===== src/design/ifmt_pkg.sv =====
// shared types, constants and helpers for the integer to ascii formatter
`timescale 1ns / 1ps

package ifmt_pkg;

  localparam int VALUE_BITS = 64;
  localparam int VAL_W      = 64;
  localparam int OP_W       = 2;
  localparam int ROOM_W     = 8;
  localparam int CHAR_W     = 8;

  // decimal digits needed for VALUE_BITS bits: floor(bits * log10(2)) + 1
  localparam int NDIG   = (VALUE_BITS * 1233) / 4096 + 1;
  localparam int DIG_W  = 4 * NDIG;
  localparam int CNT_W  = $clog2(VALUE_BITS);
  localparam int SKIP_W = $clog2(NDIG);
  localparam int LEFT_W = $clog2(NDIG + 1);

  localparam logic [OP_W-1:0] OP_SDEC = 2'd0;
  localparam logic [OP_W-1:0] OP_UDEC = 2'd1;
  localparam logic [OP_W-1:0] OP_HEX  = 2'd2;
  localparam logic [OP_W-1:0] OP_NONE = 2'd3;

  localparam logic [CHAR_W-1:0] CH_ZERO  = 8'h30;
  localparam logic [CHAR_W-1:0] CH_A     = 8'h61;
  localparam logic [CHAR_W-1:0] CH_MINUS = 8'h2d;

  typedef struct packed {
    logic [VAL_W-1:0]  value;
    logic [OP_W-1:0]   op;
    logic              wide;
    logic [ROOM_W-1:0] room;
  } ifmt_in_t;

  typedef struct packed {
    logic [CHAR_W-1:0] char_code;
    logic              last;
  } ifmt_out_t;

  // control word from the sequencer to the digit register
  typedef struct packed {
    logic load;
    logic dabble;
    logic shift;
    logic bit_in;
  } ifmt_bcd_ctl_t;

  function automatic logic [CHAR_W-1:0] nib_to_char(input logic [3:0] nib);
    logic [CHAR_W-1:0] ext;
    ext = {4'd0, nib};
    if (nib < 4'd10) begin
      return CH_ZERO + ext;
    end else begin
      return CH_A + (ext - 8'd10);
    end
  endfunction

endpackage


===== src/design/ifmt_bcd.sv =====
// digit register: serial double-dabble conversion and nibble shift-out
`timescale 1ns / 1ps

module ifmt_bcd (
  input  logic                          clk_i,
  input  ifmt_pkg::ifmt_bcd_ctl_t       ctl_i,
  input  logic [ifmt_pkg::VALUE_BITS-1:0] load_val_i,
  output logic [3:0]                    top_o
);
  import ifmt_pkg::*;

  logic [DIG_W-1:0] dig_q;
  logic [DIG_W-1:0] dig_d;
  logic [DIG_W-1:0] adj;

  // add 3 to every digit of 5 or more before the shift
  always_comb begin
    for (int i = 0; i < NDIG; i++) begin
      if (dig_q[4*i +: 4] >= 4'd5) begin
        adj[4*i +: 4] = dig_q[4*i +: 4] + 4'd3;
      end else begin
        adj[4*i +: 4] = dig_q[4*i +: 4];
      end
    end
  end

  always_comb begin
    dig_d = dig_q;
    if (ctl_i.load) begin
      dig_d = {{(DIG_W-VALUE_BITS){1'b0}}, load_val_i};
    end else if (ctl_i.dabble) begin
      dig_d = {adj[DIG_W-2:0], ctl_i.bit_in};
    end else if (ctl_i.shift) begin
      dig_d = {dig_q[DIG_W-5:0], 4'd0};
    end
  end

  always_ff @(posedge clk_i) begin
    dig_q <= dig_d;
  end

  assign top_o = dig_q[DIG_W-1 -: 4];

endmodule


===== src/design/integer_to_ascii_formatter_unit.sv =====
// top level: operand load, conversion sequencer and character output
`timescale 1ns / 1ps

// Formats one integer as ASCII text, most significant character first.
// Input: item_i is taken at a clock edge where start is high and busy
// is low. busy stays high until the last character is produced. An item
// with the unused format code or a room of zero is taken and dropped with
// no output and busy stays low.
// Output: each character appears on result_o for one cycle with strobe_o
// high; result_o.last marks the final one. Characters of one item come in
// consecutive cycles. The receiver cannot stall; there is no back pressure.
// Sequence: decimal formats run the double-dabble loop over all VALUE_BITS
// bits (one operand bit a cycle), hex loads the digit register at once. A
// leading-zero skip then drops the zero digits at the top, and output
// emits the characters. The next item can be accepted in the cycle in
// which the last character appears on the outputs.
// Reset clears the sequencer and the output strobe; no clearing pass.

module integer_to_ascii_formatter_unit (
  input  logic                clk_i,
  input  logic                rst_ni,
  input  logic                start,
  output logic                busy,
  input  ifmt_pkg::ifmt_in_t  item_i,
  output logic                strobe_o,
  output ifmt_pkg::ifmt_out_t result_o
);
  import ifmt_pkg::*;

  typedef enum logic [1:0] {
    ST_IDLE,
    ST_CONV,
    ST_SKIP,
    ST_EMIT
  } state_e;

  localparam int NARROW_SH = VALUE_BITS - 32;

  state_e                state_q;
  logic [VALUE_BITS-1:0] mag_q;
  logic [VALUE_BITS-1:0] mag_d;
  logic [CNT_W-1:0]      cnt_q;
  logic [SKIP_W-1:0]     skip_q;
  logic [LEFT_W-1:0]     left_q;
  logic [ROOM_W-1:0]     room_q;
  logic                  sign_q;
  logic                  neg_d;
  logic                  strobe_q;
  ifmt_out_t             result_q;

  logic [VALUE_BITS-1:0] wmask;
  logic [VALUE_BITS-1:0] raw;
  logic                  msb;
  logic                  accept;
  logic                  run;
  logic [3:0]            top_nib;
  logic                  last_char;
  ifmt_bcd_ctl_t         bcd_ctl;

  assign accept = start && !busy;
  assign run    = accept && (item_i.op != OP_NONE) && (item_i.room != '0);

  // operand width, sign and magnitude
  always_comb begin
    wmask = item_i.wide ? {VALUE_BITS{1'b1}} : ({VALUE_BITS{1'b1}} >> NARROW_SH);
    raw   = item_i.value[VALUE_BITS-1:0] & wmask;
    msb   = item_i.wide ? raw[VALUE_BITS-1] : raw[31];
    neg_d = (item_i.op == OP_SDEC) && msb;
    mag_d = neg_d ? (((~raw) + 1'b1) & wmask) : raw;
  end

  always_comb begin
    bcd_ctl        = '0;
    bcd_ctl.bit_in = mag_q[VALUE_BITS-1];
    if (run) begin
      bcd_ctl.load = 1'b1;
    end else begin
      unique case (state_q)
        ST_CONV: bcd_ctl.dabble = 1'b1;
        ST_SKIP: bcd_ctl.shift  = (top_nib == 4'd0) && (skip_q != '0);
        ST_EMIT: bcd_ctl.shift  = !sign_q;
        default: bcd_ctl.shift  = 1'b0;
      endcase
    end
  end

  ifmt_bcd u_bcd (
    .clk_i      (clk_i),
    .ctl_i      (bcd_ctl),
    .load_val_i ((item_i.op == OP_HEX) ? mag_d : {VALUE_BITS{1'b0}}),
    .top_o      (top_nib)
  );

  assign last_char = (room_q == 8'd1) || (!sign_q && (left_q == LEFT_W'(1)));

  always_ff @(posedge clk_i or negedge rst_ni) begin
    if (!rst_ni) begin
      state_q  <= ST_IDLE;
      strobe_q <= 1'b0;
      sign_q   <= 1'b0;
      cnt_q    <= '0;
      skip_q   <= '0;
      left_q   <= '0;
      room_q   <= '0;
      mag_q    <= '0;
      result_q <= '0;
    end else begin
      strobe_q <= (state_q == ST_EMIT);
      unique case (state_q)
        ST_IDLE: begin
          if (run) begin
            mag_q  <= mag_d;
            sign_q <= neg_d;
            room_q <= item_i.room;
            cnt_q  <= CNT_W'(VALUE_BITS - 1);
            skip_q <= SKIP_W'(NDIG - 1);
            state_q <= (item_i.op == OP_HEX) ? ST_SKIP : ST_CONV;
          end
        end
        ST_CONV: begin
          mag_q <= {mag_q[VALUE_BITS-2:0], 1'b0};
          cnt_q <= cnt_q - 1'b1;
          if (cnt_q == '0) begin
            state_q <= ST_SKIP;
          end
        end
        ST_SKIP: begin
          if ((top_nib == 4'd0) && (skip_q != '0)) begin
            skip_q <= skip_q - 1'b1;
          end else begin
            left_q  <= LEFT_W'(skip_q) + 1'b1;
            state_q <= ST_EMIT;
          end
        end
        ST_EMIT: begin
          result_q.last  <= last_char;
          room_q         <= room_q - 1'b1;
          if (sign_q) begin
            result_q.char_code <= CH_MINUS;
            sign_q             <= 1'b0;
          end else begin
            result_q.char_code <= nib_to_char(top_nib);
            left_q             <= left_q - 1'b1;
          end
          if (last_char) begin
            state_q <= ST_IDLE;
          end
        end
        default: state_q <= ST_IDLE;
      endcase
    end
  end

  assign busy     = (state_q != ST_IDLE);
  assign strobe_o = strobe_q;
  assign result_o = result_q;

  // a final character is never followed directly by another one
  a_last_ends: assert property (@(posedge clk_i) disable iff (!rst_ni)
    strobe_o && result_o.last |=> !strobe_o)
    else $error("character strobed right after a final character");

  // characters of one item come back to back
  a_no_gap: assert property (@(posedge clk_i) disable iff (!rst_ni)
    strobe_o && !result_o.last |=> strobe_o)
    else $error("gap inside a character run");

  // a valid item makes the block busy
  a_run_busy: assert property (@(posedge clk_i) disable iff (!rst_ni)
    run |=> busy)
    else $error("valid item accepted but block not busy");

  // output never runs past the allowed room
  a_room_left: assert property (@(posedge clk_i) disable iff (!rst_ni)
    state_q == ST_EMIT |-> room_q != '0)
    else $error("emitting with no room left");

endmodule


===== config.mk =====
export PLATFORM = sky130hd
export DESIGN_NAME = integer_to_ascii_formatter_unit
export DESIGN_NICKNAME = d
export VERILOG_FILES = /design/src/design/ifmt_pkg.sv /design/src/design/ifmt_bcd.sv /design/src/design/integer_to_ascii_formatter_unit.sv
export SDC_FILE = /design/constraint.sdc
export NUM_CORES = 1
export LEC_CHECK = 0
export BUFFER_PORTS_ARGS = -buffer_cell sky130_fd_sc_hd__buf_2
export CORE_ASPECT_RATIO = 2
export CORE_MARGIN = 2
export CORE_UTILIZATION = 40
export CTS_CLUSTER_SIZE = 20
export DETAILED_ROUTE_END_ITERATION = 7
export HOLD_SLACK_MARGIN = 0.06
export PLACE_DENSITY_LB_ADDON = 0.15
export SETUP_SLACK_MARGIN = 0.15
export SYNTH_ARGS = -nofsm -noshare
export SYNTH_HDL_FRONTEND = slang
export SYNTH_SLANG_ARGS = --single-unit

===== constraint.sdc =====
create_clock -name clk_i -period 6.2 [get_ports clk_i]
set_input_delay 0.31 -clock clk_i [delete_from_list [all_inputs] [get_ports clk_i]]
set_output_delay 0.31 -clock clk_i [all_outputs]
set_load 0.005 [all_outputs]

==> out/qor.txt, run 1 <==
status -> finished, final reports clean
Synth top area share -> 0.195
Final Hold Viols -> 0
Synth Instances -> 1562
RD Place Congestion -> 0.911
initial antenna violation count -> 0
NetSw -> 3.31 mW
ranking of synthesized cells by area -> dfrtp_1 20%, edfxtp_1 15%, ha_1 5.8%, a21oi_1 5.5%, o21ai_0 5.1%
final wirelength -> 40700 um
final sum of negative setup slack -> 0 ps
slowest cell delay on critical path -> 1110 ps
Initial Utilization -> 0.404
commonest non-fill, non-tap cell in the layout -> nand2_1
synthesis-to-finish area growth -> 10.7%
fin crit period -> 3390 ps
post-place setup slack -> 2620 ps
Slew @ Worst Pin -> 1160 ps
Iteration-0 DRC Markers -> 752
drt pass-1 iters -> 5
Comb pwr share -> 0.504
first-pass GRT wire length -> 64600 um
htree depth -> 4
Yosys warning total -> 0
die footprint -> 0.0339 mm^2
core area -> 0.0320 mm^2
CTS buffer count -> 17
Reg power frac -> 0.347
RSZ-0062 raised after global routing -> no
CTS Sinks -> 181
vias per inst -> 5.93
hold wc startpoint -> item_i[11]
Post-synth EDFFs -> 64
Netlist cell types -> 73
CP top delay family -> compound AO/OA/AOI/OAI gates
leading area contributor after synthesis -> dfrtp_1
most frequent cells in the layout -> 164 x nand2_1, 140 x a21oi_1, 140 x nor2_1, 132 x o21ai_0, 101 x dfrtp_1
CP Launch Type -> primary input
vias in the first global route -> 12.0k
I/O Buffers -> 88
GRT Total Usage -> 0.239
HPWL after DPL -> 29500 um
gr ovfl total -> 0
Seq/Total Area, Yosys -> 0.369
Crit Path Class -> primary input to flip-flop
cells along the critical path -> buf_2 > mux2i_1 > nand2b_2 > a31oi_1 > nor3_1 > xor2_1 > o22ai_1
later-pin clock latency in the skew report -> 460 ps
fillers -> 3255
syn_area_per_cell -> 8.28 um^2
Achievable Freq -> 295 MHz
remaining routing DRC violations -> 0
Final ANT Viol Nets -> 0
Clock Pin Slew Worst Setup and Hold Paths -> 70 ps
clock skew -> 12.3 ps
Cell Pwr Density -> 510 mW/mm^2
Final period util -> 0.546
root buffer cell -> clkbuf_16
post-synth net total -> 1700
worst r2r src -> state_q[0]
Post-synth ARST share -> 0.558
Diodes inserted -> 0
VDD IR max -> 0.000357 V
Clk pwr share -> 0.149
Rows -> 93
Int Pwr -> 4.00 mW
required time worst endpoint -> 6370 ps
Synth Flop Type -> dfrtp_1
WP data arrival -> 3550 ps
final worst slack -> 2810 ps
post_cts resized -> 0
Min-Delay Path Class -> primary input to flip-flop
Wirelength per Cell -> 20.0 um
Die Span X -> 131 um
Via Count -> 12.1k
CTS Buffer Depth -> 2
largest net degree at the start of global routing -> 74
flops & latches, synth -> 181
Slew Limit Headroom -> 0.221
CP endpoint kind -> flip-flop
# IOs -> 89
CP startpoint -> item_i[8]
share of cells above drive strength 1 -> 0.106
die height -> 258 um
WP buf/inv -> 1
Net count, final -> 1734
post-synth design cell area -> 0.0129 mm^2
switching share of power -> 0.453
CP max FO -> 43
Max Cap Viol -> 0
Final Max Tran Viols -> 0
CTS tree -> yes
Setup-failing EPs final -> 0
Pleak -> 5.61 nW
CP max stage cell -> a31oi_1
[sequential cells by signal, summed over array words and instances, names as in the netlist]
name         flops
skip_q           5
state_q          2
strobe_o         1
mag_q           64
sign_q           1
u_bcd.dig_q     80
left_q           5
cnt_q            6
result_o         9
room_q           8
[per-layer routing]
metal	up-vias	share of wire	GRT usage
met5	-	0	0
met4	0	0.050	0.130
met3	105	0.039	0.0272
met2	383	0.52	0.438
met1	5793	0.39	0.271
li1	5783	-	-
[cell usage after synthesis (4+ instances only)]
master,instances
nand2_1,164
a21oi_1,142
nor2_1,140
o21ai_0,132
dfrtp_1,101
clkbuf_1,74
inv_1,71
edfxtp_1,64
ha_1,60
nand3_1,55
xnor2_1,49
mux2i_1,39
o22ai_1,39
a31oi_1,37
nor3_1,33
nand2b_1,29
a211oi_1,26
xor2_1,24
or3_1,23
o211ai_1,20
o21a_1,18
dfxtp_1,16
nor2b_1,15
nor4_1,15
buf_1,12
and3_1,11
o32a_1,11
or4_1,11
o31ai_1,10
a311oi_1,9
a31o_2,9
nand4_1,7
o41ai_1,7
a32oi_1,5
and2_1,5
mux2_2,5
or2_2,5
a2111oi_0,4
a41oi_1,4
nand3b_1,4
o211a_1,4
[tightest hold or removal path, delay by kind of cell]
family	cells	cell delay [ps]
compound gates	1	70
buf+inv	2	200
[logic make-up (layout without fill, tap and decap cells)]
family / count (synthesis) / in the layout / synth area share
xor gates and xnor gates: 73 / 73 / 0.0494
buffers and inverters: 161 / 208 / 0.0474
AOI/OAI and AO/OA: 508 / 508 / 0.244
DFF: 181 / 181 / 0.369
and+or+nand+nor: 535 / 535 / 0.198
muxes: 44 / 44 / 0.0345
adders and majority gates: 60 / 60 / 0.0580
[final timing paths]
| kind | cells past startpoint | slack [ps] | to |
|---|---|---|---|
| min in group asynchronous | 2 | 360 | room_q[5] |
| worst max-delay path | 7 | 2810 | u_bcd.dig_q[53] |
| worst min-delay path | 3 | 160 | mag_q[0] |
| max in group asynchronous | 3 | 4480 | mag_q[49] |
| worst max register to register | 10 | 2820 | mag_q[31] |
| worst min register to register | 1 | 470 | result_o[0] |
[timing repair]
action                    CTS  global route
hold endpoints to repair   34             0
setup buffers               0             0
hold buffers                1             0
[power by group through the flow]
stage / registers, mW / logic (mW) / clock network (mW)
floorplan: 2.40 / 2.81 / 0
global placement: 2.54 / 3.61 / 0
detailed placement: 2.55 / 3.69 / 0
CTS: 2.53 / 3.71 / 1.11
global route: 2.63 / 4.17 / 1.16
finish: 2.54 / 3.69 / 1.09
[cell type report]
class,count,area [um^2],share of cell area
multi-input cells,1220,7630,0.533
flip-flops and latches,181,4770,0.333
repair buffers,103,558,0.0390
well taps,427,534,0.0373
clock buffers,20,467,0.0326
inverters,73,274,0.0191
clock inverters,12,91.3,0.00638
[through the flow]
stage / power (mW) / util / area (um^2) / hold WS, ps / std cells
after floorplan: 5.21 / - / 12900 / 14.4 / 1562
after global placement: 6.15 / 0.430 / 13800 / 309 / 2003
after detailed placement: 6.24 / 0.430 / 13800 / 309 / 2003
after CTS: 7.35 / 0.448 / 14300 / 143 / 2036
after global routing: 7.95 / 0.448 / 14300 / 165 / 2036
final: 7.31 / 0.448 / 14300 / 162 / 2036
Power figures use the tool's default switching activity.
==> run 2, diff against run 1 <==
==> constraint.sdc (replaced) <==
create_clock -name clk_i -period 3.15 [get_ports clk_i]
set_input_delay 0.1575 -clock clk_i [delete_from_list [all_inputs] [get_ports clk_i]]
set_output_delay 0.1575 -clock clk_i [all_outputs]
set_load 0.005 [all_outputs]
==> run 2 against run 1 <==
Power grew 100%. Clock skew increased by 5.4 ps. Via count increased by 1.3%. Sequential power rose by 96%. Sequential cell count unchanged. Core utilization rose by 1.3 points. Critical path depth grew 1. Die area unchanged. Combinational power increased by 100%. Hold slack got worse by 85 ps. Largest power group unchanged.
==> out/qor.txt, run 2 (synthesized netlist as in run 1, its figures left out) <==
final worst slack -> 293 ps (-2520 ps)
initial antenna violation count -> 0 (unchanged)
Placed Area -> 0.0140 mm^2 (+2.1%)
clock skew -> 17.7 ps (+5.42 ps)
Top reg by flops -> u_bcd.dig_q
Final period util -> 0.907
I/O Buffers -> 88 (unchanged)
final wirelength -> 40700 um (+0.11%)
post-route cell area -> 0.0147 mm^2 (+2.9%)
# IOs -> 89 (unchanged)
CTS buffer count -> 17 (unchanged)
Cell Pwr Density -> 999 mW/mm^2 (+96%)
share of cells above drive strength 1 -> 0.123 (+0.0172)
R2R cell count -> 7 (-3)
post_cts resized -> 0 (unchanged)
required time worst endpoint -> 3350 ps (-3020 ps)
switching share of power -> 0.445 (-0.00776)
CTS tree -> yes
GRT Total Usage -> 0.240 (+0.000905)
later-pin clock latency in the skew report -> 470 ps (about the same)
Clock Pin Slew Worst Setup and Hold Paths -> 80 ps (about the same)
htree depth -> 4 (unchanged)
Pleak -> 5.81 nW (+3.7%)
critical path endpoint -> u_bcd.dig_q[49]
CP endpoint kind -> flip-flop
WP data arrival -> 3050 ps (-500 ps)
core area -> 0.0320 mm^2 (unchanged)
synthesis-to-finish area growth -> 13.9%
CP Launch Type -> primary input
remaining routing DRC violations -> 0 (unchanged)
Min-Delay Path Class -> primary input to flip-flop
Wirelength per Cell -> 19.7 um (-1.6%)
RD Place Congestion -> 0.937 (+2.8%)
HPWL after DPL -> 30100 um (+2.3%)
CTS Buffer Depth -> 2 (unchanged)
Diodes inserted -> 0 (unchanged)
Die Span X -> 131 um (unchanged)
die height -> 258 um (unchanged)
Slew @ Worst Pin -> 959 ps (-205 ps)
Reg power frac -> 0.339 (-0.008)
NetSw -> 6.56 mW (+98%)
Int Pwr -> 8.17 mW (+100%)
Comb pwr share -> 0.505 (about the same)
Final Core Density -> 0.461 (+0.0131)
Clk pwr share -> 0.156 (+0.007)
CP max FO -> 8 (-81%)
vias per inst -> 5.90 (-0.38%)
Final Hold Viols -> 0 (unchanged)
Crit Path Class -> primary input to flip-flop
worst r2r src -> state_q[0]
RSZ-0062 raised after global routing -> no
Initial Utilization -> 0.404 (unchanged)
FF-to-FF End -> mag_q[61]
gr ovfl total -> 0 (unchanged)
Largest register FFs -> 80 (unchanged)
Final Max Tran Viols -> 0 (unchanged)
drt pass-1 iters -> 6 (+1)
commonest non-fill, non-tap cell in the layout -> nand2_1
post-place setup slack -> 345 ps (-2270 ps)
Via Count -> 12.2k (+1.3%)
status -> finished, final reports clean
die footprint -> 0.0339 mm^2 (unchanged)
VDD IR max -> 0.000743 V (+110%)
CTS Sinks -> 181 (unchanged)
largest net degree at the start of global routing -> 76 (+2.7%)
most frequent cells in the layout -> 163 x nand2_1, 140 x a21oi_1, 140 x nor2_1, 132 x o21ai_0, 101 x dfrtp_1
vias in the first global route -> 12.0k (+0.25%)
Slew Limit Headroom -> 0.358 (+0.138)
Rows -> 93 (unchanged)
fin crit period -> 2860 ps
CP startpoint -> item_i[49]
Achievable Freq -> 350 MHz
first-pass GRT wire length -> 64900 um (+0.46%)
Net count, final -> 1769 (+2.0%)
Final ANT Viol Nets -> 0 (unchanged)
Setup-failing EPs final -> 0 (unchanged)
root buffer cell -> clkbuf_16
Max Cap Viol -> 0 (unchanged)
worst reg2reg setup slack -> 550 ps (-2270 ps)
Iteration-0 DRC Markers -> 797 (+6.0%)
run 2: worst max-delay path: stages:
cell and delay (ps):
dlygate4sd3_1 530, buf_2 170, or4_1 640, or4_1 460
o31ai_1 300, o21ai_0 130, a311oi_1 510, o22ai_1 160
run 2: final cells by class:
type                    count  area (um^2)
multi-input cells        1220         7640
fillers                  3191        17300
flip-flops and latches    181         4770
repair buffers            138          901
clock inverters            13          163
well taps                 427          534
clock buffers              19          454
inverters                  73          274
run 2: power by group through the flow:
| stage | clock network, mW | logic [mW] | registers, mW |
|---|---|---|---|
| after floorplan | 0 | 5.57 | 4.71 |
| after global placement | 0 | 7.29 | 5.01 |
| after detailed placement | 0 | 7.41 | 5.03 |
| after CTS | 2.36 | 7.46 | 4.99 |
| after global routing | 2.45 | 8.39 | 5.17 |
| final | 2.30 | 7.43 | 4.99 |
run 2: worst min-delay path by stage:
stage / start / cells past startpoint / slack [ps] / end
finish: item_i[3] / 4 / 80 / room_q[3]
global route: item_i[7] / 5 / 90 / room_q[7]
CTS: item_i[65] / 3 / 60 / u_bcd.dig_q[54]
detailed placement: rst_ni / 1 / 170 / strobe_o
global placement: rst_ni / 1 / 160 / strobe_o
floorplan: rst_ni / 0 / -140 / cnt_q[0]
run 2: metrics by stage:
| stage | hold slack [ps] | setup TNS, ps | power, mW | cells |
|---|---|---|---|---|
| 4_1_cts | 62.3 | 0 | 14.8 | 2071 |
| 3_5_place_dp | 167 | 0 | 12.4 | 2031 |
| 3_3_place_gp | 156 | 0 | 12.3 | 2031 |
| 2_1_floorplan | -138 | -58280 | 10.3 | 1562 |
| 5_1_grt | 87.4 | 0 | 16.0 | 2071 |
| 6_report | 77.1 | 0 | 14.7 | 2071 |
run 2: routing by layer:
metal / GRT usage / vias up / wire length, um
li1: - / 5869 / -
met1: 0.272 / 5871 / 16100
met2: 0.441 / 377 / 21200
met3: 0.0260 / 108 / 1460
met4: 0.130 / 0 / 1930
met5: 0 / - / 0
run 2: repair_timing:
action                                 CTS  global route
endpoints found under the hold margin   41             0
setup buffers                            0             0
hold buffers                             8             0
setup endpoints to repair                0             0
==> run 3, diff against run 2 <==
--- a/config.mk
+++ b/config.mk
@@ -5,12 +5,12 @@
 export SDC_FILE = /design/constraint.sdc
 export NUM_CORES = 1
 export LEC_CHECK = 0
-export BUFFER_PORTS_ARGS = -buffer_cell sky130_fd_sc_hd__buf_2
 export CORE_ASPECT_RATIO = 2
 export CORE_MARGIN = 2
 export CORE_UTILIZATION = 40
 export CTS_CLUSTER_SIZE = 20
 export DETAILED_ROUTE_END_ITERATION = 7
+export DONT_BUFFER_PORTS = 1
 export HOLD_SLACK_MARGIN = 0.06
 export PLACE_DENSITY_LB_ADDON = 0.15
 export SETUP_SLACK_MARGIN = 0.15
==> run 3 against run 2 <==
Critical path type unchanged. Via count shrank 0.48%. Critical path depth grew 2. Cell area grew 0.59%. Setup slack gained 18 ps. Die area is the same. Clock skew grew 5.2 ps.
==> out/qor.txt, run 3 (synthesized netlist as in run 1, its figures left out) <==
Clock Pin Slew Worst Setup and Hold Paths -> 90 ps (about the same)
required time worst endpoint -> 3350 ps (about the same)
Iteration-0 DRC Markers -> 726 (-8.9%)
clock skew -> 22.9 ps (+5.21 ps)
Cell Pwr Density -> 974 mW/mm^2 (-2.5%)
worst hold slack -> 78.2 ps (+1.14 ps)
later-pin clock latency in the skew report -> 460 ps (about the same)
core area -> 0.0320 mm^2 (unchanged)
VDD IR max -> 0.000506 V (-32%)
final wirelength -> 42200 um (+3.5%)
Crit Path Class -> primary input to flip-flop
initial antenna violation count -> 1 (+1)
Initial Utilization -> 0.404 (unchanged)
htree depth -> 4 (unchanged)
largest net degree at the start of global routing -> 102 (+34%)
CP max FO -> 7 (-1)
Min-Delay Path Class -> primary input to flip-flop
share of cells above drive strength 1 -> 0.0676 (-0.0553)
CTS buffer count -> 17 (unchanged)
Final Hold Viols -> 0 (unchanged)
HPWL after DPL -> 29700 um (-1.3%)
Achievable Freq -> 352 MHz (+0.63%)
Setup-failing EPs final -> 0 (unchanged)
die footprint -> 0.0339 mm^2 (unchanged)
first-pass GRT wire length -> 66600 um (+2.6%)
Final period util -> 0.901 (-0.00569)
status -> finished, final reports clean
CP endpoint kind -> flip-flop
post-place setup slack -> 345 ps (+0.149 ps)
gr ovfl total -> 0 (unchanged)
Top reg by flops -> u_bcd.dig_q
synthesis-to-finish area growth -> 14.6%
WP data arrival -> 3040 ps (about the same)
RD Place Congestion -> 0.918 (-2.0%)
GRT Total Usage -> 0.247 (+0.00723)
Largest register FFs -> 80 (unchanged)
Final Core Density -> 0.463 (+0.00270)
Diodes inserted -> 0 (unchanged)
CTS Sinks -> 181 (unchanged)
Via Count -> 12.2k (-0.48%)
fin crit period -> 2840 ps (-17.9 ps)
CTS tree -> yes
placed cells -> 1933 (-4.8%)
Final ANT Viol Nets -> 0 (unchanged)
Max Cap Viol -> 0 (unchanged)
vias per inst -> 5.97 (+1.1%)
root buffer cell -> clkbuf_16
Pleak -> 5.68 nW (-2.3%)
Die Span X -> 131 um (unchanged)
Slew Limit Headroom -> 0.274 (-0.0843)
CTS Buffer Depth -> 2 (unchanged)
CP Launch Type -> primary input
Final Max Tran Viols -> 0 (unchanged)
final worst slack -> 311 ps (+17.9 ps)
drt pass-1 iters -> 5 (-1)
most frequent cells in the layout -> 163 x nand2_1, 140 x a21oi_1, 140 x nor2_1, 132 x o21ai_0, 101 x dfrtp_1
post-route cell area -> 0.0148 mm^2 (+0.59%)
# IOs -> 89 (unchanged)
Net count, final -> 1737 (-1.8%)
RSZ-0062 raised after global routing -> no
Slew @ Worst Pin -> 1090 ps (+128 ps)
vias in the first global route -> 12.1k (+0.58%)
commonest non-fill, non-tap cell in the layout -> nand2_1
Placed Area -> 0.0135 mm^2 (-3.8%)
die height -> 258 um (unchanged)
remaining routing DRC violations -> 0 (unchanged)
fin cells -> 2039 (-1.5%)
I/O Buffers -> 0 (-100%)
Rows -> 93 (unchanged)
Wirelength per Cell -> 20.7 um (+5.2%)
==> run 3: cell type report <==
| class | count | area [um^2] |
|---|---|---|
| fill | 3142 | 17200 |
| multi-input combinational | 1220 | 7640 |
| sequential | 181 | 4770 |
| timing repair buffer | 106 | 1040 |
| tap | 427 | 534 |
| clock buffer | 17 | 425 |
| inverter | 73 | 274 |
| clock inverter | 15 | 138 |
==> run 3: worst max-delay path: stages <==
cell,delay (ps)
dlygate4sd3_1,560
inv_1,100
ha_1,180
nor4b_1,410
nand4_1,160
buf_4,210
o31ai_1,370
o211ai_1,280
xnor2_1,430
o22ai_1,170
==> run 3: stage by stage <==
step                power, mW  TNS, ps
floorplan                10.3   -58280
global placement         12.1        0
detailed placement       12.2        0
CTS                      14.5        0
global route             15.7        0
finish                   14.4        0
==> run 3: repair_timing <==
item,4_1_cts,5_1_grt
hold buffers,71,0
endpoints found under the hold margin,199,0
buffers inserted,0,3
gates resized for setup,0,0
endpoints found under the setup margin,0,1
==> run 3: routing by layer <==
layer  wire length (um)  global-route usage  vias up
met5                  0                   0        -
met4               2140               0.139        0
met3               2020              0.0350      113
met2              21800               0.452      425
met1              16300               0.275     5814
li1                   -                   -     5814
==> run 3: final timing paths <==
check                           startpoint               to  slack (ps)  cells past startpoint
min in group asynchronous           rst_ni         strobe_o         330                      2
worst min-delay path            item_i[49]  u_bcd.dig_q[38]          80                      2
max in group asynchronous           rst_ni        mag_q[45]        2350                      2
worst max-delay path            item_i[11]  u_bcd.dig_q[50]         310                     10
worst min register to register    mag_q[0]         mag_q[0]         480                      2
worst max register to register  state_q[0]        mag_q[38]         330                     10
==> run 3: report_power, final <==
| group | internal, mW | total (mW) | switching [mW] |
|---|---|---|---|
| Clock | 1.05 | 2.12 | 1.07 |
| Combinational | 2.97 | 7.30 | 4.33 |
| Sequential | 3.93 | 5.02 | 1.09 |
| Total | 7.95 | 14.4 | 6.49 |
